--- config.mk ---
export PLATFORM = sky130hd
export DESIGN_NAME = seconds_to_julian_date_core_flat
export DESIGN_NICKNAME = d
export VERILOG_FILES = /design/src/hdl/stjd_pkg.sv /design/src/hdl/stjd_stamp_if.sv /design/src/hdl/stjd_date_if.sv /design/src/hdl/seconds_to_julian_date_core.sv /design/src/flat_wrapper.sv
export VERILOG_INCLUDE_DIRS = /design/src /design/src/hdl
export SDC_FILE = /design/constraint.sdc
export NUM_CORES = 2
export LEC_CHECK = 0
export ABC_AREA = 1
export BUFFER_PORTS_ARGS = -buffer_cell sky130_fd_sc_hd__buf_2
export CORE_UTILIZATION = 55
export CTS_CLUSTER_DIAMETER = 60
export DETAILED_ROUTE_END_ITERATION = 6
export GPL_TIMING_DRIVEN = 0
export PLACE_DENSITY_LB_ADDON = 0.15
export RECOVER_POWER = 25
export SLEW_MARGIN = 30
export SYNTH_ARGS = -nofsm -noshare
export SYNTH_HDL_FRONTEND = slang
export SYNTH_SLANG_ARGS = --single-unit
--- constraint.sdc ---
create_clock -name clk -period 19.7 [get_ports clk]
set_input_delay 1.97 -clock clk [delete_from_list [all_inputs] [get_ports clk]]
set_output_delay 1.97 -clock clk [all_outputs]
set_load 0.01 [all_outputs]
--- src/hdl/assert_macros.svh ---
// Assertion macros used by the RTL core of the Julian date converter.
// Depends on a clock named clk and an active-low reset named rst_n in scope.
`ifndef ASSERT_MACROS_SVH
`define ASSERT_MACROS_SVH

// Same-cycle implication, disabled while reset is asserted.
`define STJD_ASSERT(lbl, ante, cons, msg) \
    lbl: assert property (@(posedge clk) disable iff (!rst_n) (ante) |-> (cons)) else $error(msg);

// Next-cycle implication, disabled while reset is asserted.
`define STJD_ASSERT_NEXT(lbl, ante, cons, msg) \
    lbl: assert property (@(posedge clk) disable iff (!rst_n) (ante) |=> (cons)) else $error(msg);

`endif

--- src/hdl/stjd_pkg.sv ---
// Package of the seconds-to-Julian-date converter: field widths, reciprocal
// constants for the divisions by constants, and the cumulative month table.
// No dependencies.
package stjd_pkg;

    localparam int SECS_W  = 40;
    localparam int YEAR_W  = 15;
    localparam int YDAY_W  = 9;

    // Bias that makes any 40-bit timestamp non-negative; a multiple of 86400.
    localparam logic [40:0] SECS_BIAS = 41'd549755856000;

    // 86400 = 128 * 675. Division by 675 is done as a two-digit long division.
    localparam logic [17:0] RCP675_HI   = 18'd198842;     // ceil(2^27 / 675)
    localparam int          SH675_HI    = 27;
    localparam logic [26:0] RCP675_LO   = 27'd101806633;  // ceil(2^36 / 675)
    localparam int          SH675_LO    = 36;
    localparam logic [16:0] DIV675      = 17'd675;

    // Day count after the bias is removed and rebased to Julian -9999-01-01.
    localparam logic [25:0] DAY_SHIFT   = 26'd1991251;
    localparam logic [24:0] DAY_LAST    = 25'd7304633;    // Dec 31 of year 9999

    localparam logic [22:0] RCP1461     = 23'd5879490;    // ceil(2^33 / 1461)
    localparam int          SH1461      = 33;
    localparam logic [22:0] CYCLE_DAYS  = 23'd1461;
    localparam logic [23:0] RCP7        = 24'd9586981;    // ceil(2^26 / 7)
    localparam int          SH7         = 26;
    localparam logic [18:0] RCP60       = 19'd279621;     // ceil(2^24 / 60)
    localparam int          SH60        = 24;
    localparam logic [16:0] RCP3600     = 17'd74566;      // ceil(2^28 / 3600)
    localparam int          SH3600      = 28;

    localparam logic [10:0] YEAR_DAYS   = 11'd365;
    localparam logic [15:0] YEAR_REBASE = 16'd9999;
    localparam logic [3:0]  MONTHS      = 4'd12;

    // First day of year of each month; leap years add one from March on.
    function automatic logic [8:0] month_start(input logic leap, input logic [3:0] mon);
        logic [8:0] base;
        begin
            unique case (mon)
                4'd0:    base = 9'd0;
                4'd1:    base = 9'd31;
                4'd2:    base = 9'd59;
                4'd3:    base = 9'd90;
                4'd4:    base = 9'd120;
                4'd5:    base = 9'd151;
                4'd6:    base = 9'd181;
                4'd7:    base = 9'd212;
                4'd8:    base = 9'd243;
                4'd9:    base = 9'd273;
                4'd10:   base = 9'd304;
                4'd11:   base = 9'd334;
                default: base = 9'd0;
            endcase
            month_start = base + 9'((leap && (mon >= 4'd2)) ? 1 : 0);
        end
    endfunction

endpackage

--- src/hdl/stjd_stamp_if.sv ---
// Timestamp channel of the Julian date converter: valid/ready plus one
// signed seconds count. Depends on stjd_pkg for the field width.
interface stjd_stamp_if;
    logic                                  valid;
    logic                                  ready;
    logic signed [stjd_pkg::SECS_W-1:0]    unix_seconds;

    modport source (output valid, output unix_seconds, input ready);
    modport sink   (input valid, input unix_seconds, output ready);
endinterface

--- src/hdl/stjd_date_if.sv ---
// Date channel of the Julian date converter: valid/ready plus the broken-down
// date and time fields. Depends on stjd_pkg for the field widths.
interface stjd_date_if;
    logic                                  valid;
    logic                                  ready;
    logic        [5:0]                     second;
    logic        [5:0]                     minute;
    logic        [4:0]                     hour;
    logic signed [stjd_pkg::YEAR_W-1:0]    year;
    logic        [3:0]                     month;
    logic        [4:0]                     day_of_month;
    logic        [stjd_pkg::YDAY_W-1:0]    day_of_year;
    logic        [2:0]                     weekday;
    logic                                  out_of_range;

    modport source (output valid, output second, output minute, output hour, output year,
                    output month, output day_of_month, output day_of_year,
                    output weekday, output out_of_range, input ready);
    modport sink   (input valid, input second, input minute, input hour, input year,
                    input month, input day_of_month, input day_of_year,
                    input weekday, input out_of_range, output ready);
endinterface

--- src/hdl/seconds_to_julian_date_core.sv ---
// Top level of the seconds-to-Julian-date converter: a nine-register pipeline.
// Depends on stjd_pkg, stjd_stamp_if, stjd_date_if and assert_macros.svh.
//
// Usage
// -----
// The stamp channel takes one signed 40-bit Unix timestamp per beat. The
// date channel returns one beat per timestamp with second, minute, hour,
// proleptic Julian year, month, day of month, day of year, weekday and an
// out-of-range flag. When the flag is set the date fields read zero and the
// time-of-day fields still hold the floored time of day.
// Throughput: one beat per cycle while the receiver does not stall, set by
// the pipeline of nine registers (input register, seven work stages, output
// register), each with at most one multiply or one narrow compare chain on
// any path.
// When the receiver stalls with a result waiting, every stage holds and the
// stamp channel drops ready in the same cycle; bubbles are not squeezed out.
// Reset clears every stage's valid bit; payload registers are not reset.
`include "assert_macros.svh"

module seconds_to_julian_date_core (
    input  logic                clk,
    input  logic                rst_n,
    stjd_stamp_if.sink          stamp,
    stjd_date_if.source         date
);

    localparam int STAGES = 9;

    // Pipeline enable: everything advances unless a result is held back.
    logic               adv;
    logic [STAGES-1:0]  vld_reg;

    assign adv         = !vld_reg[STAGES-1] || date.ready;
    assign stamp.ready = adv;

    always_ff @(posedge clk or negedge rst_n)
    begin
        if (!rst_n)
        begin
            vld_reg <= '0;
        end
        else if (adv)
        begin
            vld_reg <= {vld_reg[STAGES-2:0], stamp.valid};
        end
    end

    // Stage 0: input register.
    logic [39:0] secs_reg;

    // Stage 1: bias the timestamp so it is non-negative, drop the factor 128
    // of 86400, and start the division by 675 on the high digit.
    logic [40:0] biased;
    logic [34:0] p_hi_next,  p_hi_reg;
    logic [16:0] v_hi_next,  v_hi_reg;
    logic [16:0] v_lo_next,  v_lo_reg;
    logic [6:0]  lo7_next,   lo7_1_reg;

    always_comb
    begin
        biased    = {secs_reg[39], secs_reg} + stjd_pkg::SECS_BIAS;
        lo7_next  = biased[6:0];
        v_hi_next = biased[40:24];
        v_lo_next = biased[23:7];
        p_hi_next = 35'(v_hi_next) * 35'(stjd_pkg::RCP675_HI);
    end

    // Stage 2: high quotient digit and its remainder.
    logic [7:0]  q_hi_next,  q_hi_2_reg;
    logic [9:0]  r_hi_next,  r_hi_reg;
    logic [16:0] v_lo_2_reg;
    logic [6:0]  lo7_2_reg;

    always_comb
    begin
        q_hi_next = p_hi_reg[stjd_pkg::SH675_HI +: 8];
        r_hi_next = 10'(v_hi_reg - 17'(q_hi_next) * stjd_pkg::DIV675);
    end

    // Stage 3: low digit of the long division, remainder shifted in.
    logic [26:0] x_lo_next,  x_lo_reg;
    logic [53:0] p_lo_next,  p_lo_reg;
    logic [7:0]  q_hi_3_reg;
    logic [6:0]  lo7_3_reg;

    always_comb
    begin
        x_lo_next = {r_hi_reg, v_lo_2_reg};
        p_lo_next = 54'(x_lo_next) * 54'(stjd_pkg::RCP675_LO);
    end

    // Stage 4: full day quotient and the seconds within the day.
    logic [16:0] q_lo;
    logic [24:0] dq_next,    dq_reg;
    logic [16:0] tod_next,   tod_4_reg;

    always_comb
    begin
        q_lo     = p_lo_reg[stjd_pkg::SH675_LO +: 17];
        dq_next  = {q_hi_3_reg, q_lo};
        tod_next = {10'(x_lo_reg - 27'(q_lo) * 27'(stjd_pkg::DIV675)), lo7_3_reg};
    end

    // Stage 5: rebase the day count, range check, and the four reciprocal
    // multiplies for the cycle split, the weekday and the time of day.
    logic [25:0] days;
    logic        oor_next,   oor_5_reg;
    logic [22:0] d23_next,   d23_reg;
    logic [23:0] d1_next,    d1_reg;
    logic [45:0] p_cyc_next, p_cyc_reg;
    logic [47:0] p_wk_next,  p_wk_reg;
    logic [35:0] p_mt_next,  p_mt_reg;
    logic [33:0] p_hr_next,  p_hr_reg;
    logic [16:0] tod_5_reg;

    always_comb
    begin
        days       = {1'b0, dq_reg} - stjd_pkg::DAY_SHIFT;
        oor_next   = days[25] || (days[24:0] > stjd_pkg::DAY_LAST);
        d23_next   = days[22:0];
        d1_next    = 24'(d23_next) + 24'd1;
        p_cyc_next = 46'(d23_next) * 46'(stjd_pkg::RCP1461);
        p_wk_next  = 48'(d1_next) * 48'(stjd_pkg::RCP7);
        p_mt_next  = 36'(tod_4_reg) * 36'(stjd_pkg::RCP60);
        p_hr_next  = 34'(tod_4_reg) * 34'(stjd_pkg::RCP3600);
    end

    // Stage 6: quotients become cycle index, day in cycle, weekday and clock.
    logic [12:0] y4_next,    y4_reg;
    logic [20:0] wq;
    logic [10:0] mt;
    logic [10:0] tmp_next,   tmp_reg;
    logic [2:0]  wday_next,  wday_6_reg, wday_7_reg;
    logic [5:0]  sec_next,   sec_6_reg,  sec_7_reg;
    logic [5:0]  min_next,   min_6_reg,  min_7_reg;
    logic [4:0]  hr_next,    hr_6_reg,   hr_7_reg;
    logic        oor_6_reg,  oor_7_reg;

    always_comb
    begin
        y4_next   = p_cyc_reg[stjd_pkg::SH1461 +: 13];
        wq        = p_wk_reg[stjd_pkg::SH7 +: 21];
        mt        = p_mt_reg[stjd_pkg::SH60 +: 11];
        hr_next   = p_hr_reg[stjd_pkg::SH3600 +: 5];
        tmp_next  = 11'(d23_reg - 23'(y4_next) * stjd_pkg::CYCLE_DAYS);
        wday_next = 3'(d1_reg - 24'(wq) * 24'd7);
        sec_next  = 6'(tod_5_reg - 17'(mt) * 17'd60);
        min_next  = 6'(mt - 11'(hr_next) * 11'd60);
    end

    // Stage 7: year within the cycle (the last day of the leap year stays in
    // year three), day of year and the astronomical year number.
    logic [1:0]  yi;
    logic [8:0]  yday_next,  yday_reg;
    logic        leap_next,  leap_reg;
    logic [14:0] year_next,  year_reg;

    always_comb
    begin
        priority if (tmp_reg >= 11'd1095)
        begin
            yi = 2'd3;
        end
        else if (tmp_reg >= 11'd730)
        begin
            yi = 2'd2;
        end
        else if (tmp_reg >= stjd_pkg::YEAR_DAYS)
        begin
            yi = 2'd1;
        end
        else
        begin
            yi = 2'd0;
        end
        yday_next = 9'(tmp_reg - 11'(yi) * stjd_pkg::YEAR_DAYS);
        leap_next = (yi == 2'd3);
        year_next = 15'({1'b0, y4_reg, yi} - stjd_pkg::YEAR_REBASE);
    end

    // Stage 8: month search over the cumulative table, then the output
    // register. Out-of-range dates clear the calendar fields.
    logic [3:0]  mon;
    logic [8:0]  mstart;

    always_comb
    begin
        mon = 4'd0;
        for (int m = 1; m < 12; m++)
        begin
            if (yday_reg >= stjd_pkg::month_start(leap_reg, 4'(m)))
            begin
                mon = mon + 4'd1;
            end
        end
        mstart = stjd_pkg::month_start(leap_reg, mon);
    end

    logic [5:0]  out_sec_reg;
    logic [5:0]  out_min_reg;
    logic [4:0]  out_hr_reg;
    logic [14:0] out_year_reg;
    logic [3:0]  out_mon_reg;
    logic [4:0]  out_mday_reg;
    logic [8:0]  out_yday_reg;
    logic [2:0]  out_wday_reg;
    logic        out_oor_reg;

    always_ff @(posedge clk)
    begin
        if (adv)
        begin
            secs_reg     <= stamp.unix_seconds;

            p_hi_reg     <= p_hi_next;
            v_hi_reg     <= v_hi_next;
            v_lo_reg     <= v_lo_next;
            lo7_1_reg    <= lo7_next;

            q_hi_2_reg   <= q_hi_next;
            r_hi_reg     <= r_hi_next;
            v_lo_2_reg   <= v_lo_reg;
            lo7_2_reg    <= lo7_1_reg;

            x_lo_reg     <= x_lo_next;
            p_lo_reg     <= p_lo_next;
            q_hi_3_reg   <= q_hi_2_reg;
            lo7_3_reg    <= lo7_2_reg;

            dq_reg       <= dq_next;
            tod_4_reg    <= tod_next;

            oor_5_reg    <= oor_next;
            d23_reg      <= d23_next;
            d1_reg       <= d1_next;
            p_cyc_reg    <= p_cyc_next;
            p_wk_reg     <= p_wk_next;
            p_mt_reg     <= p_mt_next;
            p_hr_reg     <= p_hr_next;
            tod_5_reg    <= tod_4_reg;

            y4_reg       <= y4_next;
            tmp_reg      <= tmp_next;
            wday_6_reg   <= wday_next;
            sec_6_reg    <= sec_next;
            min_6_reg    <= min_next;
            hr_6_reg     <= hr_next;
            oor_6_reg    <= oor_5_reg;

            yday_reg     <= yday_next;
            leap_reg     <= leap_next;
            year_reg     <= year_next;
            wday_7_reg   <= wday_6_reg;
            sec_7_reg    <= sec_6_reg;
            min_7_reg    <= min_6_reg;
            hr_7_reg     <= hr_6_reg;
            oor_7_reg    <= oor_6_reg;

            out_sec_reg  <= sec_7_reg;
            out_min_reg  <= min_7_reg;
            out_hr_reg   <= hr_7_reg;
            out_oor_reg  <= oor_7_reg;
            if (oor_7_reg)
            begin
                out_year_reg <= '0;
                out_mon_reg  <= '0;
                out_mday_reg <= '0;
                out_yday_reg <= '0;
                out_wday_reg <= '0;
            end
            else
            begin
                out_year_reg <= year_reg;
                out_mon_reg  <= mon;
                out_mday_reg <= 5'(yday_reg - mstart + 9'd1);
                out_yday_reg <= yday_reg;
                out_wday_reg <= wday_7_reg;
            end
        end
    end

    // Marks a stage-seven date that is the first day of its year.
    logic year_start;
    assign year_start = (yday_reg == 9'd0);

    assign date.valid        = vld_reg[STAGES-1];
    assign date.second       = out_sec_reg;
    assign date.minute       = out_min_reg;
    assign date.hour         = out_hr_reg;
    assign date.year         = $signed(out_year_reg);
    assign date.month        = out_mon_reg;
    assign date.day_of_month = out_mday_reg;
    assign date.day_of_year  = out_yday_reg;
    assign date.weekday      = out_wday_reg;
    assign date.out_of_range = out_oor_reg;

    // Out-of-range results carry no calendar date.
    `STJD_ASSERT(a_oor_zero, date.valid && date.out_of_range,
        (date.year == 15'sd0) && (date.month == 4'd0) && (date.day_of_year == 9'd0),
        "oor date not zero")
    // In January the day of year and the day of month agree.
    `STJD_ASSERT(a_jan_days, date.valid && !date.out_of_range && (date.month == 4'd0),
        date.day_of_year == 9'(date.day_of_month) - 9'd1, "January day mismatch")
    // A first day of the year lands in January on day one.
    `STJD_ASSERT_NEXT(a_new_year, adv && vld_reg[7] && !oor_7_reg && year_start,
        (date.month == 4'd0) && (date.day_of_month == 5'd1), "new year not Jan 1")
    // A held result freezes every stage.
    `STJD_ASSERT_NEXT(a_hold, !stamp.ready, $stable(vld_reg), "pipeline moved during stall")

endmodule

--- src/flat_wrapper.sv ---
// flat-port wrapper written by rule: the top's interface ports become plain ports
module seconds_to_julian_date_core_flat 
  (clk, rst_n, stamp_valid, stamp_unix_seconds, stamp_ready, date_valid, date_second, date_minute, date_hour, date_year, date_month, date_day_of_month, date_day_of_year, date_weekday, date_out_of_range, date_ready);
  stjd_stamp_if stamp_i ();
  stjd_date_if date_i ();
  input  logic clk;
  input  logic rst_n;
  input wire logic [$bits(stamp_i.valid)-1:0] stamp_valid;
  input wire logic [$bits(stamp_i.unix_seconds)-1:0] stamp_unix_seconds;
  output wire logic [$bits(stamp_i.ready)-1:0] stamp_ready;
  output wire logic [$bits(date_i.valid)-1:0] date_valid;
  output wire logic [$bits(date_i.second)-1:0] date_second;
  output wire logic [$bits(date_i.minute)-1:0] date_minute;
  output wire logic [$bits(date_i.hour)-1:0] date_hour;
  output wire logic [$bits(date_i.year)-1:0] date_year;
  output wire logic [$bits(date_i.month)-1:0] date_month;
  output wire logic [$bits(date_i.day_of_month)-1:0] date_day_of_month;
  output wire logic [$bits(date_i.day_of_year)-1:0] date_day_of_year;
  output wire logic [$bits(date_i.weekday)-1:0] date_weekday;
  output wire logic [$bits(date_i.out_of_range)-1:0] date_out_of_range;
  input wire logic [$bits(date_i.ready)-1:0] date_ready;
  assign stamp_i.valid = stamp_valid;
  assign stamp_i.unix_seconds = stamp_unix_seconds;
  assign stamp_ready = stamp_i.ready;
  assign date_valid = date_i.valid;
  assign date_second = date_i.second;
  assign date_minute = date_i.minute;
  assign date_hour = date_i.hour;
  assign date_year = date_i.year;
  assign date_month = date_i.month;
  assign date_day_of_month = date_i.day_of_month;
  assign date_day_of_year = date_i.day_of_year;
  assign date_weekday = date_i.weekday;
  assign date_out_of_range = date_i.out_of_range;
  assign date_i.ready = date_ready;
  seconds_to_julian_date_core u_core (.clk(clk), .rst_n(rst_n), .stamp(stamp_i), .date(date_i));
endmodule
# Word-level counts from Yosys, hierarchy flattened
# Memory sizes are Yosys's and may differ from the RTL's.
# Index checks and enable logic that the tools add are counted.
# op_classes
addsub,34
n_mul,13
order_cmp,16
n_eq_ne,1
mux,16
n_reduce_logical,4
# op_table
operator,n
greater-or-equal comparator 9 bit,10
multiplier 27 x 27 -> 53 bit (second input constant),1
multiplier 24 x 24 -> 47 bit (second input constant),1
multiplier 23 x 22 -> 45 bit (second input constant),1
adder 41 x 40 -> 41 bit (second input constant),1
2-to-1 mux 4 bit,10
adder 4 x 1 -> 4 bit (second input constant),9
adder 8 x 9 -> 9 bit (first input constant),4
multiplier 17 x 19 -> 35 bit (second input constant),1
multiplier 17 x 17 -> 34 bit (second input constant),1
multiplier 17 x 16 -> 32 bit (second input constant),1
adder 9 bit (first input constant),3
subtractor 25 x 21 -> 26 bit (second input constant),1
> comparator 25 x 23 -> 1 bit (second input constant),1
adder 23 x 1 -> 24 bit (second input constant),1
multiplier 21 x 3 -> 3 bit (second input constant),1
subtractor 10 bit,2
adder 7 x 9 -> 9 bit (first input constant),2
multiplier 17 x 10 -> 10 bit (second input constant),1
subtractor 15 x 14 -> 15 bit (second input constant),1
multiplier 13 x 11 -> 11 bit (second input constant),1
subtractor 6 bit,2
greater-or-equal comparator 11 x 10 -> 1 bit (second input constant),1
greater-or-equal comparator 11 bit (second input constant),1
21 further kinds,26
# word_totals
ff_bits,604
romBits,144
out_inout_bits,56
wordCells,133
mem_count,1
# mem_list
memory,depth,word_bits,read_ports,rd_ports_with_merged_regs,write_ports,line_no,text
(name not given),16,9,1,0,0,stjd_pkg.sv:42,unique case (mon)

# Depth between registers and ports, before layout
# logic_depth
depth_word,28
ltp_mapped,53
ltp_nobuf,53

# Worst setup path before layout
# Ideal clock, no wire load.
# synth_path
kind,input -> output
start,in date_ready
end,out stamp_ready
arrival_time_ps,13208
setup_slack_ps,4522
path_stages,3
path_cell_list,inv_1 -> nand2_1 -> clkbuf_1
# synth_via
elab_chain_len,1
# synth_rtl
element,line_no,text
from (decl),flat_wrapper.sv:21,input wire logic [$bits(date_i.ready)-1:0] date_ready;
logical OR 1 bit,seconds_to_julian_date_core.sv:33,assign adv = !vld_reg[STAGES-1] || date.ready;
to (decl),flat_wrapper.sv:10,output wire logic [$bits(stamp_i.ready)-1:0] stamp_ready;
# No other way between the ends.

# Worst setup path in the final report
# layout_path
start,reg u_core.dq_reg[0]
end,"reg u_core.p_wk_reg[27], data pin"
# layout_via
elab_chain_len,3
# layout_rtl
element,line_no,text
from (decl),seconds_to_julian_date_core.sv:94,"logic [24:0] dq_next, dq_reg;"
from (signal assigned),seconds_to_julian_date_core.sv:230,dq_reg <= dq_next;
subtractor 25 x 21 -> 26 bit,seconds_to_julian_date_core.sv:118,"days = {1'b0, dq_reg} - stjd_pkg::DAY_SHIFT;"
named net u_core.days[0],seconds_to_julian_date_core.sv:106,logic [25:0] days;
adder 23 x 1 -> 24 bit,seconds_to_julian_date_core.sv:121,d1_next = 24'(d23_next) + 24'd1;
multiplier 24 x 24 -> 47 bit,seconds_to_julian_date_core.sv:123,p_wk_next = 48'(d1_next) * 48'(stjd_pkg::RCP7);
named net u_core.p_wk_next[27],seconds_to_julian_date_core.sv:111,"logic [47:0] p_wk_next, p_wk_reg;"
to (signal assigned),seconds_to_julian_date_core.sv:237,p_wk_reg <= p_wk_next;
to (decl),seconds_to_julian_date_core.sv:111,
# The timed path passes the listed nets, and every way through them passes these cells.
# A chain may end at the register's enable or synchronous reset.

==> metrics <==
gr busiest metal met2; Critical Path Slowest Stage Cell edfxtp_1; grt met3 use 2.33%; CP delay by family, top adder cells; cell mode on critical path ha_1; Synth top area share 28.4%; max reg flops 40; WP data arrival 10.39 ns; fin crit share 50.8%; clk_lat worst skew 0.63 ns; Synth area leader ha_1; Setup Buffers After CTS 0; Initial DRC Count 1584; #FFs+latches synth 410; Synth Area in Compound Gates 4.82%; post-layout minimum cycle time 10.0 ns; Final Max Tran Viols 0; total clock sinks 410; MaxCap Viol Count 0; TritonCTS clock tree built; GRT Util Overall 22.5%; WS Path Type reg2reg; # hold bufs at CTS 0; Area contributors post-synth ha_1 28%, fa_1 24%, edfxtp_1 21%, inv_1 9.6%, nand2_1 3.0%; root buffer selected by CTS clkbuf_16; hold path start u_core.v_lo_reg[14]$_DFFE_PP_; RSZ-0062 raised after global routing false; syn avg cell area 10.2 um2; Seq/Total Area, Yosys 21.7%; Pre-antenna DRT Iters 6; Reg-to-Reg Start u_core.dq_reg[0]$_DFFE_PP_; htree depth 2; post-synthesis mux area share 0.0199%; vias in the first global route 37700; die height 322 um; CTS Buffer Depth 3; Remaining DRCs 0; first-pass GRT wire length 186000 um; Synth Instances 5511; Fin. Hold Viols 0; Hold Crit Class reg2reg; largest net degree at the start of global routing 50; met1 usage 30.1%; asr flop ratio synth 2.20%; Critical Path End Type flop; initial antenna violation count 0; Die ar. 104000 um2; synthesized area 56500 um2; gpl congestion 0.934; Startpoint Class flop; DR WL/cell 15.9 um; clk slew on worst S/H paths 0.06 ns; layout cell share with drive strength beyond 1 4.86%; Synth Area in XOR/XNOR 3.72%; most frequent cells in the layout 1449 x inv_1, 1283 x ha_1, 682 x fa_1; num rows 117; Max stage delay on crit path 0.86 ns; Worst Setup SP u_core.dq_reg[0]$_DFFE_PP_; Placeable Area 102000 um2; via-per-instance ratio 5.13; Num CTS Buffers 50; status finished clean; Synth Warn # 0; Synth Area in Adders 52.6%; Netlist cell types 58; total I/O pin count 100; CP Max Fanout 13; fmax 100 MHz; DP HPWL 94700 um; Post-Syn Nets 7520; Initial Utilization 55.5%; relative slew slack 28.4%; # port buffers 99; GRT overflow 0; Layout area overhead 7.57%; Fill cells 8770; Final Setup Violations 0; largest family of logic cells by synthesized area adder cells; Post-synth EDFFs 401; Buf/Inv on CP 4; simple-gate share of the synthesized area 7.34%; final WL 112000 um; Antenna Nets Post-Route 0; most common cell after layout, fill and taps aside inv_1; Final Util 59.7%; Max Clock Skew 0.0314 ns; # resized after CTS 0; DIE WIDTH 322 um; CP required 20.09 ns; Primary FF master, synth edfxtp_1; Nets 7685; GRT met2 Usage 38.4%; Worst-Margin Slew 1.07 ns; via count 36400
-- worst register-to-register path, cell delays in order (launching register included) --
cell	delay (ns)
edfxtp_1	0.86
inv_1	0.61
ha_1	0.73
ha_1	0.43
inv_1	0.15
nor3_1	0.52
nand3_1	0.26
nor2_1	0.36
nand2_1	0.15
nor2_1	0.23
nand2_1	0.13
xnor2_1	0.74
ha_1	0.38
ha_1	0.28
ha_1	0.31
fa_1	0.48
fa_1	0.49
inv_1	0.06
fa_1	0.54
inv_1	0.06
fa_1	0.53
ha_1	0.35
nand2_1	0.06
nor4_1	0.34
nand4_1	0.14
o221ai_1	0.22
xor2_1	0.35
-- cells by family after synthesis --
| group | count (synthesis) |
|---|---|
| fa+ha+maj | 1965 |
| buf+inv | 1465 |
| simple gates | 949 |
| compound gates | 482 |
| flops | 410 |
| xor+xnor | 239 |
| mux | 1 |
-- metrics by stage --
| stage | hold slack [ns] | cells | setup TNS, ns | area [um2] | setup WS [ns] |
|---|---|---|---|---|---|
| finish | 0.399 | 7086 | 0 | 60700 | 9.70 |
| global route | 0.402 | 7085 | 0 | 60700 | 9.24 |
| CTS | 0.389 | 7084 | 0 | 60700 | 9.76 |
| detailed placement | 0.405 | 6991 | 0 | 59000 | 9.82 |
| global placement | 0.401 | 6978 | -1.88 | 58700 | -1.88 |
| floorplan | 0.400 | 5511 | 0 | 56500 | 4.52 |
-- final cells by class --
cell class | count | area, um2 | share of cell area [%]
Multi-Input combinational cell | 3636 | 38800 | 63.9
Sequential cell | 410 | 12300 | 20.2
Inverter | 1458 | 5470 | 9.01
Tap cell | 1368 | 1710 | 2.82
Clock buffer | 59 | 1310 | 2.15
Timing Repair Buffer | 113 | 762 | 1.25
Clock inverter | 34 | 352 | 0.579
Buffer | 7 | 35.0 | 0.0577
Antenna cell | 1 | 2.50 | 0.00412
-- synthesized netlist by cell type, drive strengths merged (6+ instances only) --
cell       n
a211oi     8
a21o      11
a21oi    236
a221oi     6
a31oi     14
dfrtp      9
edfxtp   401
fa       682
ha      1283
inv     1458
nand2    469
nand3    114
nand4     37
nor2     249
nor3      44
nor4      11
o211ai    10
o21a      12
o21ai    137
o21bai    10
o221ai     9
o31ai     10
or2       16
xnor2     73
xor2     166
-- metal layers --
metal	up-vias	routed length, um
met5	-	0
met4	0	3230
met3	154	3890
met2	563	53600
met1	17600	51600
li1	18000	-
-- worst paths after layout --
check	slack, ns	endpoint	cells after the start
min reg2reg	0.40	u_core.v_lo_2_reg[14]$_DFFE_PP_	0
max reg2reg	9.70	u_core.p_wk_reg[27]$_DFFE_PP_	26
min	0.40	u_core.v_lo_2_reg[14]$_DFFE_PP_	0
max	9.70	u_core.p_wk_reg[27]$_DFFE_PP_	26
min in group asynchronous	1.27	u_core.vld_reg[8]$_DFFE_PN0P_	1
max in group asynchronous	18.12	u_core.vld_reg[7]$_DFFE_PN0P_	1
Power is left out: the tool's default activity adds up to more than one toggle a clock period on the data nets, which glitch-free logic cannot reach.
